`config.mk`:
```
export PLATFORM = sky130hd
export DESIGN_NAME = lu_cell
export DESIGN_NICKNAME = d
export VERILOG_FILES = /design/src/hw/rtl/lu_cell.sv
export SDC_FILE = /design/constraint.sdc
export NUM_CORES = 1
export LEC_CHECK = 0
export ABC_AREA = 1
export BUFFER_PORTS_ARGS = -buffer_cell sky130_fd_sc_hd__buf_2
export CORE_ASPECT_RATIO = 0.75
export CORE_MARGIN = 1
export CORE_UTILIZATION = 41
export CTS_BUF_LIST = sky130_fd_sc_hd__clkbuf_4
export DETAILED_ROUTE_END_ITERATION = 16
export HOLD_SLACK_MARGIN = 0.06
export PLACE_DENSITY = 0.79
export SLEW_MARGIN = 20
export SYNTH_ARGS = -nofsm -noshare
export SYNTH_HDL_FRONTEND = slang
export SYNTH_SLANG_ARGS = --single-unit
```
`constraint.sdc`:
```
create_clock -name i_clk -period 0.8 [get_ports i_clk]
set_input_delay 0.12 -clock i_clk [delete_from_list [all_inputs] [get_ports i_clk]]
set_output_delay 0.12 -clock i_clk [all_outputs]
set_load 0.005 [all_outputs]
```
`src/hw/rtl/lu_cell.sv`:
```
`timescale 1ns / 1ps
// ----------------------------------------------------------------------------
// lu_cell
// One stage of the pivot-row ring; passes its word on when shifted.
// ----------------------------------------------------------------------------
module lu_cell (
    input  logic               i_clk,
    input  logic               i_shift,
    input  logic signed [31:0] i_d,
    output logic signed [31:0] o_q
);

    logic signed [31:0] r_q;

    always_ff @(posedge i_clk) begin
        if (i_shift) begin
            r_q <= i_d;
        end
    end

    assign o_q = r_q;

endmodule

```
======== Yosys cells after proc, flatten, opt, wreduce, memory -nomap -nowiden ========
Cells that the tools add are included.
storage, ports and cells
  input bits .............................. 34
  bits in registers ....................... 32
  output and inout port bits .............. 32
  word-level logic and storage cells ...... 1

======== Logic depth before layout (Yosys ltp) ========
Gate-level depths: netlist of run 1.
  depth after elaboration ................. 0
  mapped depth ............................ 0
  gate-level depth less buffers ........... 0

======== Worst setup path before layout of run 1 ========
Ideal clock, no wire load.
  path kind ............................... reg2out
  start ................................... reg r_q[0] (netlist: o_q[0])
  end ..................................... out o_q[0]
  setup slack ............................. 0.325 ns
  data arrival time ....................... 0.355 ns
  cell stages (with the launch flop) ...... 1
  buffers on the path ..................... 0
  required time ........................... 0.680 ns
  cell sequence ........................... edfxtp_1
RTL lines
  element                   line  RTL
  start: declaration        13    logic signed [31:0] r_q;
  start signal: assignment  17    r_q <= i_d;
  end: declaration          10    output logic signed [31:0] o_q
No word-level cell between the ends.

======== Worst setup path after layout of run 1 ========
  start ................................... reg r_q[0] (netlist: o_q[0])
  end ..................................... out o_q[0]
No word-level cell between the ends.

==> results of run 1 <==
## cell families after synthesis
| logic type | count (synthesis) | synth area share (%) |
|---|---|---|
| flip-flops | 32 | 100 |
## area by class of cell
cell class              count  area [sq um]
clock buffers               7          52.6
well taps                  24          30.0
clock inverters             1          3.75
fillers                   126           369
repair buffers             99           686
flip-flops and latches     32           961
## per-stage QoR
step | cell area, sq um | setup slack, ns | instances | total power [W]
finish | 1730 | -0.163 | 163 | 0.00330
global route | 1730 | -0.205 | 163 | 0.00344
CTS | 1730 | -0.178 | 163 | 0.00331
detailed placement | 1360 | 0.0733 | 123 | 0.00234
global placement | 1360 | 0.0820 | 123 | 0.00232
floorplan | 961 | 0.325 | 32 | 0.00208
## cell usage in the layout (no fill, tap or decap)
master,n
clkinv_1,1
edfxtp_1,32
clkbuf_4,7
buf_12,2
buf_2,65
dlygate4sd3_1,32
## metal layers
layer	global-route usage [%]	vias to the layer above	routed length (um)
li1	-	339	-
met1	19.1	329	742
met2	39.3	33	1360
met3	4.78	5	111
met4	11.4	0	36
met5	0	-	0
## power groups by stage
stage / Clock (W) / Sequential [W] / Combinational (W)
floorplan: 0 / 0.00208 / 0
global placement: 0 / 0.00205 / 0.000267
detailed placement: 0 / 0.00206 / 0.000273
CTS: 0.000898 / 0.00202 / 0.000392
global route: 0.000975 / 0.00203 / 0.000430
finish: 0.000879 / 0.00202 / 0.000395
## worst max path at each step
| stage | from | endpoint | slack [ns] | depth (start not counted) |
|---|---|---|---|---|
| finish | o_q[0]$_DFFE_PP_ | o_q[0] | -0.16 | 1 |
| CTS | o_q[23]$_DFFE_PP_ | o_q[23] | -0.18 | 1 |
| detailed placement | i_shift | o_q[27]$_DFFE_PP_ | 0.07 | 2 |
| global placement | i_shift | o_q[16]$_DFFE_PP_ | 0.08 | 2 |
| global route | o_q[0]$_DFFE_PP_ | o_q[0] | -0.20 | 1 |
| floorplan | o_q[0]$_DFFE_PP_ | o_q[0] | 0.32 | 0 |
## what timing repair did
action / in CTS / in global routing
setup endpoints to repair: 32 / 32
endpoints found under the hold margin: 32 / 0
buffers inserted: 0 / 0
hold buffers: 32 / 0
cloned: 0 / 0
==> results.py, run 1 <==
metrics = {
    "clock_network": {
        "max-clock-path-buffers": 2,
        "htree_levels": 2,
        "clkTransAtPathRegs_ns": 0.09,
        "ctsResizeCount": 0,
        "cts_buffers": 5,
        "root_buffer": "clkbuf_4",
        "clkSinkCount": 32,
        "cts_tree": "built",
    },
    "worst_setup_path": {
        "critPathBufInv": 1,
        "crit_required_ns": 0.68,
        "slowest_stage": "edfxtp_1",
        "crit_type": "reg2out",
        "critPathMaxFanout": 1,
        "max_stage_delay_ns": 0.39,
        "startpoint_type": "register",
        "cp_top_family": "flip-flops",
        "crit_path_end_kind": "output port",
        "path_cells": "buf_2",
        "cp.arrival_ns": 0.84,
    },
    "die": {
        "row_count": 14,
        "die_w_um": 57.9,
        "num_io_pins": 66,
        "die_area_sq_mm": 0.00254,
        "start_util_pct": 45.7,
        "core_area_sq_mm": 0.00210,
        "fp.dieH_um": 43.9,
    },
    "sta": {
        "tightest_slew_ns": 0.102,
        "slew-limit-headroom_pct": 93.2,
        "layout_min_cycle_time_ns": 0.963,
        "grt_setup_unrepaired": "yes",
        "drv_slew": 0,
        "setup_tns_ns": -4.40,
        "setup_violations": 32,
        "finalHoldViolations": 0,
        "fin_crit_sh_pct": 120,
        "holdWs_ns": 0.217,
        "fin_ws_ns": -0.163,
        "max_freq_mhz": 1040,
    },
    "yosys": {
        "yosysTopAreaCellShare_pct": 100,
        "synth-async-reset-ratio_pct": 0,
        "yosysWarnings": 0,
        "ys_ff_latch": 32,
        "yosys.area.top_type": "edfxtp_1",
        "yosysMostFrequentCell": "edfxtp_1",
        "synthTopCellsByCount": "edfxtp_1",
        "ys_top_cells_by_area": "edfxtp_1",
        "syn_area_per_cell_sq_um": 30.0,
        "syn-num-nets": 66,
        "synth-main-ff-cell": "edfxtp_1",
        "synthCells": 32,
        "ys_seq_area_share_pct": 100,
        "synth_edf_count": 32,
        "synthDistinctLibCells": 1,
        "synth_area_sq_um": 961,
    },
    "route": {
        "ant_nets": 0,
        "drtPass1Iterations": 10,
        "wire_per_inst_um": 13.8,
        "drt-total-wl_mm": 2.25,
        "avgViaCountPerCell": 4.33,
        "drc": 3,
        "drtIter0Drc": 12,
        "via_count": 706,
    },
    "global_routing": {
        "overflow": 0,
        "grt_max_degree": 19,
        "grt_pass1_wl_mm": 3.43,
        "grt_pass1_vias": 750,
        "grt.total_usage_pct": 20.0,
        "antenna_found_initial": 0,
    },
    "finish": {
        "multi_input_area_sq_um": 0,
        "largest_reg_flops": 32,
        "fin_util_pct": 82.4,
        "nets": 172,
        "multi_input_gates": 0,
        "final_layout_size_suffix_gt1_share_pct": 53.2,
        "antennaDiodeCount": 0,
        "area_growth_pct": 80.3,
    },
    "power": {
        "swShare_pct": 19.6,
        "p_comb_share_pct": 12.0,
        "ir_worst_vdd_v": 0.00127,
        "p_leak_nw": 0.755,
        "pwr_density_cell_mw_per_mm2": 1900,
        "p_clk_share_pct": 26.6,
        "p_sw_w": 0.000646,
        "p_int_w": 0.00265,
        "sequentialPowerShare_pct": 61.4,
    },
    "flow_run": {
        "drv_cap": 0,
    },
    "worst_hold_path": {
        "hold_path.class": "in2reg",
        "hold_end": "o_q[0]$_DFFE_PP_",
        "min_path_cells": 2,
        "hold_start": "i_shift",
    },
    "placement": {
        "gp_congestion": 0.682,
        "port-buffer-count": 65,
    },
    "status": {
        "violations": "DRC, setup timing",
        "status": "finished, violations left",
    },
}
Power figures use the tool's default switching activity.
==> run 2: changes to the inputs <==
- BUFFER_PORTS_ARGS: -buffer_cell sky130_fd_sc_hd__buf_2 -> unset
- CORE_ASPECT_RATIO: 0.75 -> unset
- CORE_UTILIZATION: 41 -> 57
- DONT_BUFFER_PORTS: unset -> 1
- PLACE_DENSITY: 0.79 -> 0.72
==> results.py, run 2 (synthesized netlist as in run 1, its figures left out) <==
metrics = {
    "die": {
        "fp.dieH_um": 43.1,
        "die_w_um": 43.1,
        "die_area_sq_mm": 0.00185,
        "num_io_pins": 66,
        "core_area_sq_mm": 0.00154,
        "start_util_pct": 62.3,
        "row_count": 14,
    },
    "finish": {
        "final_layout_size_suffix_gt1_share_pct": 9.72,
        "multi_input_gates": 0,
        "fillCellCount": 60,
        "multi_input_area_sq_um": 0,
        "nets": 105,
        "antennaDiodeCount": 0,
        "regArea_sq_um": 961,
        "area_growth_pct": 41.3,
        "fin_util_pct": 88.1,
        "layout_common_cells": "dlygate4sd3_1, edfxtp_1, clkbuf_4",
        "largest_reg_flops": 32,
    },
    "placement": {
        "gp_congestion": 0.691,
        "port-buffer-count": 0,
    },
    "worst_setup_path": {
        "crit_path_end_kind": "output port",
        "cp.arrival_ns": 0.74,
        "critPathMaxFanout": 1,
        "crit_required_ns": 0.68,
        "crit_type": "reg2out",
        "startpoint_type": "register",
    },
    "route": {
        "drt-total-wl_mm": 1.69,
        "drtIter0Drc": 5,
        "drc": 0,
        "via_count": 485,
        "drtPass1Iterations": 4,
        "wire_per_inst_um": 19.2,
        "ant_nets": 0,
        "avgViaCountPerCell": 5.51,
    },
    "worst_hold_path": {
        "hold_path.class": "in2reg",
    },
    "global_routing": {
        "grt.total_usage_pct": 20.1,
        "antenna_found_initial": 0,
        "grt_max_degree": 33,
        "grt_pass1_vias": 503,
        "grt_pass1_wl_mm": 2.50,
        "overflow": 0,
    },
    "status": {
        "status": "finished, violations left",
        "violations": "hold timing, setup timing",
    },
    "sta": {
        "finalHoldViolations": 32,
        "tightest_slew_ns": 0.115,
        "layout_min_cycle_time_ns": 0.858,
        "setup_violations": 32,
        "fin_crit_sh_pct": 107,
        "fin_ws_ns": -0.0585,
        "max_freq_mhz": 1160,
        "slew-limit-headroom_pct": 92.3,
        "holdWs_ns": -0.0868,
        "grt_setup_unrepaired": "yes",
        "drv_slew": 0,
    },
    "clock_network": {
        "post_cts_buffers": 0,
        "root_buffer": "clkbuf_4",
        "max-clock-path-buffers": 2,
        "clkTransAtPathRegs_ns": 0.10,
        "clkSinkCount": 32,
        "htree_levels": 2,
        "cts.hold.buffers_added": 32,
        "cts_tree": "built",
        "cts_buffers": 5,
    },
    "power": {
        "ir_worst_vdd_v": 0.00161,
        "pwr_density_cell_mw_per_mm2": 2260,
        "power_w": 0.00307,
        "p_leak_nw": 0.481,
    },
    "flow_run": {
        "drv_cap": 0,
    },
}
run 2: cell count changes in the layout (fill, tap and decap cells not counted):
cell,before,now
buf_2,65,0
buf_12,2,0
run 2: routing by layer:
layer  track usage, %  up-vias  share of wire [%]
li1                 -      206                  -
met1             23.2      234                 36
met2             33.3       43                 54
met3             8.94        2                8.5
met4             7.27        0                1.2
met5                0        -                  0
run 2: layout make-up:
class | instances | area share, %
well taps | 16 | 1.47
repair buffers | 32 | 23.6
clock buffers | 7 | 3.87
clock inverters | 1 | 0.276
flip-flops and latches | 32 | 70.8
run 2: per-stage QoR:
step / TNS, ns / instances / worst slack, ns / hold WS (ns) / instance area [sq um]
final: -0.982 / 88 / -0.0585 / -0.0868 / 1360
after CTS: -1.08 / 88 / -0.0514 / -0.0902 / 1360
after floorplan: 0 / 32 / 0.325 / 0.219 / 961
after global placement: 0 / 48 / 0.306 / 0.219 / 981
after detailed placement: 0 / 48 / 0.293 / 0.219 / 981
after global routing: -2.08 / 88 / -0.0866 / -0.113 / 1360
run 2: power by group:
part           total (W)  switching (W)  leakage (nW)  internal [W]
logic           0.000127      0.0000235         0.134      0.000104
registers        0.00207      0.0000698         0.313       0.00200
clock network   0.000880       0.000474        0.0338      0.000405
total            0.00307       0.000568         0.481       0.00250
run 2: path summary, 6_finish.rpt:
check	startpoint	slack, ns	cells after the start	end
max	o_q[27]$_DFFE_PP_	-0.06	0	o_q[27]
min	i_shift	-0.09	0	o_q[27]$_DFFE_PP_
run 2: timing repair:
item                                   CTS  global route
gates resized for setup                  0             0
setup endpoints to repair               32            32
endpoints found under the hold margin   64            32
