==> config.mk <==
export PLATFORM = sky130hd
export DESIGN_NAME = lu_div
export DESIGN_NICKNAME = d
export VERILOG_FILES = /design/src/hw/rtl/lu_pkg.sv /design/src/hw/rtl/lu_div.sv
export SDC_FILE = /design/constraint.sdc
export NUM_CORES = 1
export LEC_CHECK = 0
export BUFFER_PORTS_ARGS = -buffer_cell sky130_fd_sc_hd__buf_2
export CELL_PAD_IN_SITES_DETAIL_PLACEMENT = 0
export CELL_PAD_IN_SITES_GLOBAL_PLACEMENT = 2
export CORE_MARGIN = 2
export CORE_UTILIZATION = 39
export CTS_BUF_LIST = sky130_fd_sc_hd__clkbuf_8
export CTS_CLUSTER_SIZE = 14
export DETAILED_ROUTE_END_ITERATION = 7
export PLACE_DENSITY_LB_ADDON = 0.1
export SETUP_SLACK_MARGIN = 0.2
export SYNTH_ARGS = -nofsm -noshare
export SYNTH_HDL_FRONTEND = slang
export SYNTH_SLANG_ARGS = --single-unit
==> constraint.sdc <==
create_clock -name i_clk -period 6.75 [get_ports i_clk]
set_clock_uncertainty 0.05 [all_clocks]
set_input_delay 2.025 -clock i_clk [delete_from_list [all_inputs] [get_ports i_clk]]
set_output_delay 2.025 -clock i_clk [all_outputs]
set_load 0.05 [all_outputs]
==> src/hw/rtl/lu_pkg.sv <==
`timescale 1ns / 1ps
// ----------------------------------------------------------------------------
// lu_pkg
// Types, codes and fixed-point helpers of the LU solver.
// ----------------------------------------------------------------------------
package lu_pkg;

    localparam logic [1:0] REQ_LOAD_A = 2'd0;
    localparam logic [1:0] REQ_LOAD_B = 2'd1;
    localparam logic [1:0] REQ_SOLVE  = 2'd2;

    localparam logic [1:0] CFG_ORDER  = 2'd0;
    localparam logic [1:0] CFG_THRESH = 2'd1;

    localparam int ROW_SPAN = 16;
    localparam logic [4:0]  ORDER_RESET  = 5'd10;
    localparam logic [24:0] THRESH_RESET = 25'd1;

    typedef struct packed {
        logic [1:0]         req_type;
        logic [3:0]         row;
        logic [3:0]         col;
        logic signed [31:0] value;
    } t_req;

    typedef struct packed {
        logic [3:0]         index;
        logic signed [31:0] solution;
        logic               status;
        logic               last;
    } t_rsp;

    typedef struct packed {
        logic               start;
        logic signed [31:0] num;
        logic signed [31:0] den;
    } t_div_req;

    typedef struct packed {
        logic               done;
        logic signed [31:0] q;
    } t_div_rsp;

    function automatic logic signed [31:0] f_sat32(input logic signed [47:0] v);
        logic signed [31:0] r;
        if (v > 48'sh0000_7FFF_FFFF) r = 32'sh7FFF_FFFF;
        else if (v < -48'sh0000_8000_0000) r = -32'sh8000_0000;
        else r = v[31:0];
        return r;
    endfunction

    // Q8.24 product rounding, half toward plus infinity
    function automatic logic signed [39:0] f_rnd(input logic signed [63:0] p);
        logic signed [63:0] t;
        t = p + 64'sd8388608;
        return t[63:24];
    endfunction

endpackage

==> src/hw/rtl/lu_div.sv <==
`timescale 1ns / 1ps
// ----------------------------------------------------------------------------
// lu_div
// Q8.24 divider: (num << 24) / den, truncated, saturated. Radix 2.
// ----------------------------------------------------------------------------
module lu_div
    import lu_pkg::*;
(
    input  logic     i_clk,
    input  logic     i_rst_n,
    input  t_div_req i_req,
    output t_div_rsp o_rsp
);

    localparam int DW = 56;
    localparam int NW = $clog2(DW);

    logic          r_busy;
    logic          r_done;
    logic [NW-1:0] r_cnt;
    logic [31:0]   r_rem;
    logic [DW-1:0] r_dd;
    logic [31:0]   r_dv;
    logic          r_neg;
    logic signed [31:0] r_q;

    logic [32:0]   trial;
    logic          ge;
    logic [32:0]   n_rem;
    logic [DW-1:0] n_dd;
    logic [31:0]   num_mag;
    logic [31:0]   den_mag;
    logic signed [31:0] q_sat;

    assign num_mag = i_req.num[31] ? (32'd0 - i_req.num) : i_req.num;
    assign den_mag = i_req.den[31] ? (32'd0 - i_req.den) : i_req.den;
    assign trial   = {r_rem, r_dd[DW-1]};
    assign ge      = trial >= {1'b0, r_dv};
    assign n_rem   = ge ? (trial - {1'b0, r_dv}) : trial;
    assign n_dd    = {r_dd[DW-2:0], ge};

    always_comb begin
        if (r_neg) begin
            if (n_dd > DW'(64'h8000_0000)) q_sat = -32'sh8000_0000;
            else q_sat = 32'd0 - n_dd[31:0];
        end else begin
            if (n_dd > DW'(64'h7FFF_FFFF)) q_sat = 32'sh7FFF_FFFF;
            else q_sat = n_dd[31:0];
        end
    end

    always_ff @(posedge i_clk) begin
        if (!i_rst_n) begin
            r_busy <= 1'b0;
            r_done <= 1'b0;
            r_cnt  <= '0;
        end else begin
            r_done <= 1'b0;
            if (i_req.start) begin
                r_busy <= 1'b1;
                r_cnt  <= '0;
                r_rem  <= '0;
                r_dd   <= {num_mag, 24'd0};
                r_dv   <= den_mag;
                r_neg  <= i_req.num[31] ^ i_req.den[31];
            end else if (r_busy) begin
                r_rem <= n_rem[31:0];
                r_dd  <= n_dd;
                r_cnt <= r_cnt + 1'b1;
                if (r_cnt == NW'(DW - 1)) begin
                    r_busy <= 1'b0;
                    r_done <= 1'b1;
                    r_q    <= q_sat;
                end
            end
        end
    end

    assign o_rsp.done = r_done;
    assign o_rsp.q    = r_q;

endmodule

After elaboration in Yosys (flattened, before gate mapping)
Index checks and enable logic that the tools add are counted.

operators by class
  add/sub/neg operators = 5
  $mul = 0
  div/mod/pow operators = 0
  $lt $le $gt $ge = 3
  eq/ne operators = 1
  shift operators = 0
  multiplexer cells = 13
  bitwise gates (word level) = 4
  reductions and logical operators = 6

operators with widths
  operator                                                                count
  32-bit 2-to-1 mux                                                       6
  56-bit 2-to-1 mux                                                       2
  1-bit by 32-bit subtractor with 32-bit output, first input constant     3
  56-bit by 31-bit > comparator with 1-bit output, second input constant  1
  56-bit by 32-bit > comparator with 1-bit output, second input constant  1
  33-bit by 32-bit >= comparator with 1-bit output                        1
  32-bit subtractor                                                       1
  31-bit 2-to-1 mux                                                       1
  6-bit by 1-bit adder with 6-bit output, second input constant           1
  6-bit == test, second input constant                                    1
  1-bit 2-to-1 mux                                                        4
  2-bit AND reduction                                                     2
  4-bit AND reduction                                                     1
  1-bit NOT                                                               3
  3-bit OR reduction                                                      1
  2-bit nonzero test                                                      1
  2-bit OR reduction                                                      1
  1-bit bitwise XOR                                                       1

word-level totals
  register bits after elaboration = 161
  latch bits = 0
  memory bits (writable) = 0
  memory bits (read-only) = 0
  bits of input ports = 67
  output and inout port bits = 33
  word-level logic and storage cells = 42
  memories kept = 0

Logic depth before layout (Yosys ltp)
  depth after elaboration = 4
  gate-level depth with buffers = 22
  depth with buffers taken out = 18

Worst setup path before layout
Ideal clock, no wire load.

  path type = input to register
  from = in i_req[9] (netlist name)
  to = reg r_dv[30], data pin
  library setup time = 0.258 ns
  arrival time = 4.794 ns
  data required time = 6.442 ns
  setup slack = 1.648 ns
  cell stages on the path = 8
  path buffers = 0
  cells stage by stage = or4_4 or3_4 or4_4 or3_1 or4_4 or4_4 o21ai_2 xnor2_1

on the way
  word-level cells in the longest chain between the ends = 2

RTL lines
  item                                           RTL line      source
  from (decl)                                    lu_div.sv:11  input t_div_req i_req,
  1-bit by 32-bit subtractor with 32-bit output  lu_div.sv:36  assign den_mag = i_req.den[31] ? (32'd0 - i_req.den) : i_req.den;
  31-bit 2-to-1 mux                              lu_div.sv:36
  via den_mag[30]                                lu_div.sv:32  logic [31:0] den_mag;
  to (signal assigned)                           lu_div.sv:64  r_dv <= den_mag;
  to (decl)                                      lu_div.sv:23  logic [31:0] r_dv;

The timed path passes the listed nets, and every way through them passes these cells.
A chain may end at the register's enable or synchronous reset.

Worst setup path in the final report
  from = reg r_rem[5]
  to = reg r_q[2], data pin

on the way
  word-level cells in the longest chain between the ends = 4
  elaborated cells on any way between the ends = 7
  classes of those cells = 1 x add/sub; 3 x order compare; 3 x mux

RTL lines
  item                                                                     RTL line                    source
  from (decl)                                                              lu_div.sv:21                logic [31:0] r_rem;
  from (signal assigned)                                                   lu_div.sv:67                r_rem <= n_rem[31:0];
  33-bit by 32-bit >= comparator with 1-bit output (*)                     lu_div.sv:38                assign ge = trial >= {1'b0, r_dv};
  56-bit by 31-bit > comparator with 1-bit output (tied with other cells)  lu_div.sv:47                if (n_dd > DW'(64'h7FFF_FFFF)) q_sat = 32'sh7FFF_FFFF;
  32-bit 2-to-1 mux (on tied branches)                                     lu_div.sv:47, lu_div.sv:44
  32-bit 2-to-1 mux (*)                                                    lu_div.sv:43                if (r_neg) begin
  via q_sat[2]                                                             lu_div.sv:33                logic signed [31:0] q_sat;
  to (signal assigned)                                                     lu_div.sv:73                r_q <= q_sat;
  to (decl)                                                                lu_div.sv:25                logic signed [31:0] r_q;

The timed path passes the listed nets; every way through them passes the cells marked *.

==> results by stage <==
Synthesis:
- Summing every instance area after synthesis gives 10100 um2.
- In the synthesized netlist the async set-or-reset flop fraction comes to 0%.
- The flip-flop and latch count after synthesis is 161.
- The synthesized netlist devotes 18.5% of its cell area to simple gates.
- The average instance in the mapped netlist occupies 9.64 um2.
- After Yosys synthesis, XOR and XNOR cells account for 7.13% of the synthesized area.
- The number of standard cells after synthesis is 1046.
- The share of the synthesized area in compound gates (AO/OA/AOI/OAI) is 18.4%.
- Counting flops with a built-in enable in the synthesized netlist gives 153.
- The combinational family with the most area after synthesis is simple AND/OR/NAND/NOR gates.
- The share of the yosys chip area belonging to registers is 47.2%.
- The count of warnings emitted by yosys is 0.
- The most used flip-flop cell after synthesis is edfxtp_1.
- The portion of synthesized area spent on multiplexers is 0.422%.
- Yosys mapped the design onto 68 distinct sky130hd cell types.
- The post-synthesis share of cell area spent on full adders, half adders and majority gates is 4.67%.
- Counting every net in the synthesized netlist gives 1150.

Clocking:
- The H-tree was split into 4 levels.
- In this run the post-CTS setup repair buffer count came out at 0.
- The TritonCTS clock tree is built.
- The post-CTS clock slew at the launch and capture registers of the worst setup and hold paths is 0.10 ns.
- In this run, post-CTS repair resized a total of 0 instances.
- The clock passes through at most 2 buffers.
- The number of hold-repair buffers added at the cts stage is 0.
- Counting every sink on the clock net gives 161.
- The number of clock buffers added by TritonCTS is 17.
- In this run the clock root is driven by a clkbuf_8.
- Clock latency on the worst-skew pair, taken at its later pin, is 0.47 ns.

Setup path:
- The capture point of the worst reg-to-reg path is r_q[2].
- The critical path starts at r_rem[5].
- The worst reg-to-reg path cell count is 14.
- In this run the worst path has a maximum fanout of 20.
- The launching point of the worst reg2reg path is r_rem[5].
- The capture point of the critical path is r_q[2].
- The data arrival time of the critical path is 5.44 ns.
- STA puts the critical path data required time at 6.91 ns.
- The kind of start point of the critical path is a register.
- The worst setup path is captured at a register.
- The setup slack of the most critical reg-to-reg path is 1.47 ns.
- The critical path class is register to register.

Timing:
- The share of the cycle needed by the critical path after routing is 78.2%.
- Setup repair after global routing left no endpoint under its margin.
- The slew of the pin with the lowest slew margin is 0.999 ns.
- The top achievable clock speed is 189 MHz.
- The number of failing setup endpoints in the final timing report is 0.
- The worst path needs 5.28 ns of the cycle, external delays included.
- The final setup TNS is 0 ns.
- The headroom to the max-slew limit is 33.4%.
- The count of final max-slew check failures is 0.
- The number of hold violations in the final report was 0.
- After layout, the worst setup slack is 1.47 ns.

Detailed routing:
- The post-route antenna net violation count is 0.
- Dividing the detail-routed wire length by the instance count gives 17.9 um.
- Using the TritonRoute via totals, the vias-per-cell ratio works out to 5.49.
- The overall routed net length is 26300 um.
- The number of design rule violations left after detail routing is 0.
- The first detailed-routing pass took 7 iterations.
- The detailed router finished its first iteration with 615 violations.
- The routed via count is 8062.

Power and ir drop:
- The worst-case IR drop observed on VDD is 0.0963 mV.
- The leakage power summed over all cells is 0.00416 uW.
- The total power per unit cell area is 222 nW/um2.

Floorplanning:
- The die is 165 um tall.
- The floorplan step defined a die boundary enclosing 27100 um2.
- For this configuration, the core starts out at a cell density of 39.9%.
- The core footprint is 25300 um2.
- The total I/O pin count is 100.
- The number of rows in the core area is 58.
- From left edge to right edge, the die measures 165 um.

Final layout:
- In the final design database the tool counted 1228 nets.
- The share of cells above drive strength 1 is 13.9%.
- The footprint of the flip-flops and latches is 4750 um2.
- Compared with the post-synthesis result, the final layout area differs by 11.6%.
- Summing all multi-input logic gate instances after layout gives 4950 um2.
- The filler cells instantiated in the layout total 2510.
- With fillers left out, the area of the finished cells amounts to 11200 um2.

Placement:
- During placement, the flow inserted port buffers numbering 99.
- The worst setup slack after placement is 1.43 ns.
- The final estimated routing congestion in global placement is 0.795.
- The half-perimeter wire length after placement is 18100 um.
- Summing all placed instances gives a cell area of 10900 um2.

Global route:
- After global routing the overflow that remains totals 0.
- The first global-routing pass estimated 42000 um of wire.
- For this run, the total global-route usage over all layers was measured as 19.8%.
- The via count of the first global-routing pass came to 7608.
- The initial antenna violation count is 1.
- The maximum number of pins on one net before global-route repair is 98.

Min path:
- The number of cells traversed by the worst hold path is 2.
- The class of the most critical hold timing path is register to register.

Status:
- The flow ran to the end, and the final reports show no timing, DRC or antenna violations.

Flow run:
- The count of max-cap constraint violations is 0.
-- critical path: stages, from the launching register on --
cell	delay [ns]
edfxtp_1	0.42
ha_1	0.42
a2111o_1	0.44
o21a_1	0.22
o2111a_1	0.30
o211ai_1	0.35
nand2_1	0.12
clkinv_1	0.09
ha_1	0.17
nand2b_1	0.15
or4_1	0.67
nor4_1	0.49
a21oi_1	0.14
or2_2	0.50
o311ai_0	0.47
-- power breakdown --
group	total (uW)	switching, uW	internal, uW	leakage [uW]
registers	1220	44.9	1180	0.00151
logic	569	350	219	0.00247
clock network	706	410	296	0.000176
total	2500	805	1690	0.00416
-- placed cells by master (no fill, tap or decap), types with 4 or more instances in the layout --
cell type,n
a31oi_1,9
o311ai_0,13
a21oi_1,86
or2_2,7
nor2b_1,26
o211ai_1,6
o21ai_0,58
nor4_1,15
o41ai_1,11
a211oi_1,12
nand2b_1,10
or4_1,10
or3_1,17
buf_2,98
ha_1,36
nor3_1,29
and3_1,8
xor2_1,40
inv_1,52
clkinvlp_4,5
nand2_1,110
o21a_1,11
or4_4,4
a21o_1,11
edfxtp_1,153
nand4_1,10
nor2_1,93
a221o_1,4
o31ai_1,25
nand3_1,23
dfxtp_1,8
o31a_1,4
inv_6,4
a211o_1,5
buf_4,9
xnor2_1,42
clkbuf_8,17
-- layer usage --
layer	part of all wire (%)	up-vias	GRT usage, %
met2	43	180	29.5
li1	-	4054	-
met3	4.1	19	2.94
met5	0	-	0
met4	0.91	0	4.55
met1	52	3809	30.4
-- synthesized netlist by cell type, drive strengths merged, types with 12 or more instances --
cell    instances  area, um2
o311ai         13        114
a211oi         12       90.1
nor3           29        145
nor2           93        349
nand2         110        413
o21a           12       90.1
nand3          23        115
o31ai          25        188
or4            14        120
nor2b          26        163
xor2           40        350
a21oi          86        430
clkbuf         42        158
edfxtp        153       4590
or3            19        125
inv            51        191
xnor2          42        368
ha             36        450
o21ai          61        317
nor4           15       93.8
-- how the worst min path moves through the flow --
stage / start / slack (ns) / to
finish: r_cnt[5] / 0.46 / r_cnt[5]
global route: r_cnt[5] / 0.50 / r_cnt[5]
CTS: r_cnt[5] / 0.46 / r_cnt[5]
detailed placement: r_cnt[5] / 0.45 / r_cnt[5]
global placement: r_cnt[5] / 0.43 / r_cnt[5]
floorplan: r_cnt[5] / 0.41 / r_cnt[5]
-- per-stage QoR --
stage,util [%],hold WS (ns),std cells,total power [uW]
detailed placement,43.1,0.449,1435,1810
CTS,44.5,0.463,1467,2520
global placement,43.1,0.432,1435,1820
global route,44.5,0.499,1467,2640
floorplan,-,0.408,1046,1640
finish,44.5,0.458,1469,2500
-- cell type report --
| type | instances | area share, % |
|---|---|---|
| Sequential cell | 161 | 42.3 |
| Inverter | 52 | 1.74 |
| Tap cell | 330 | 3.67 |
| Clock buffer | 17 | 2.08 |
| Multi-Input combinational cell | 785 | 44.0 |
| Clock inverter | 15 | 1.20 |
| Timing Repair Buffer | 107 | 4.96 |
| Antenna cell | 2 | 0.0445 |
-- sequential cells by signal, indices dropped and copies added, names as in the netlist --
register  count
r_busy        1
r_cnt         6
r_dd         56
r_done        1
r_dv         32
r_neg         1
r_q          32
r_rem        32
-- kinds of logic (layout without fill, tap and decap cells) --
group / Yosys count / after routing
and+or+nand+nor: 379 / 379
AOI/OAI and AO/OA: 283 / 283
adders and majority gates: 37 / 37
xor gates and xnor gates: 82 / 82
buffers and inverters: 100 / 191
muxes: 4 / 4
other: 0 / 2
DFF: 161 / 161
Power figures use the tool's default switching activity.
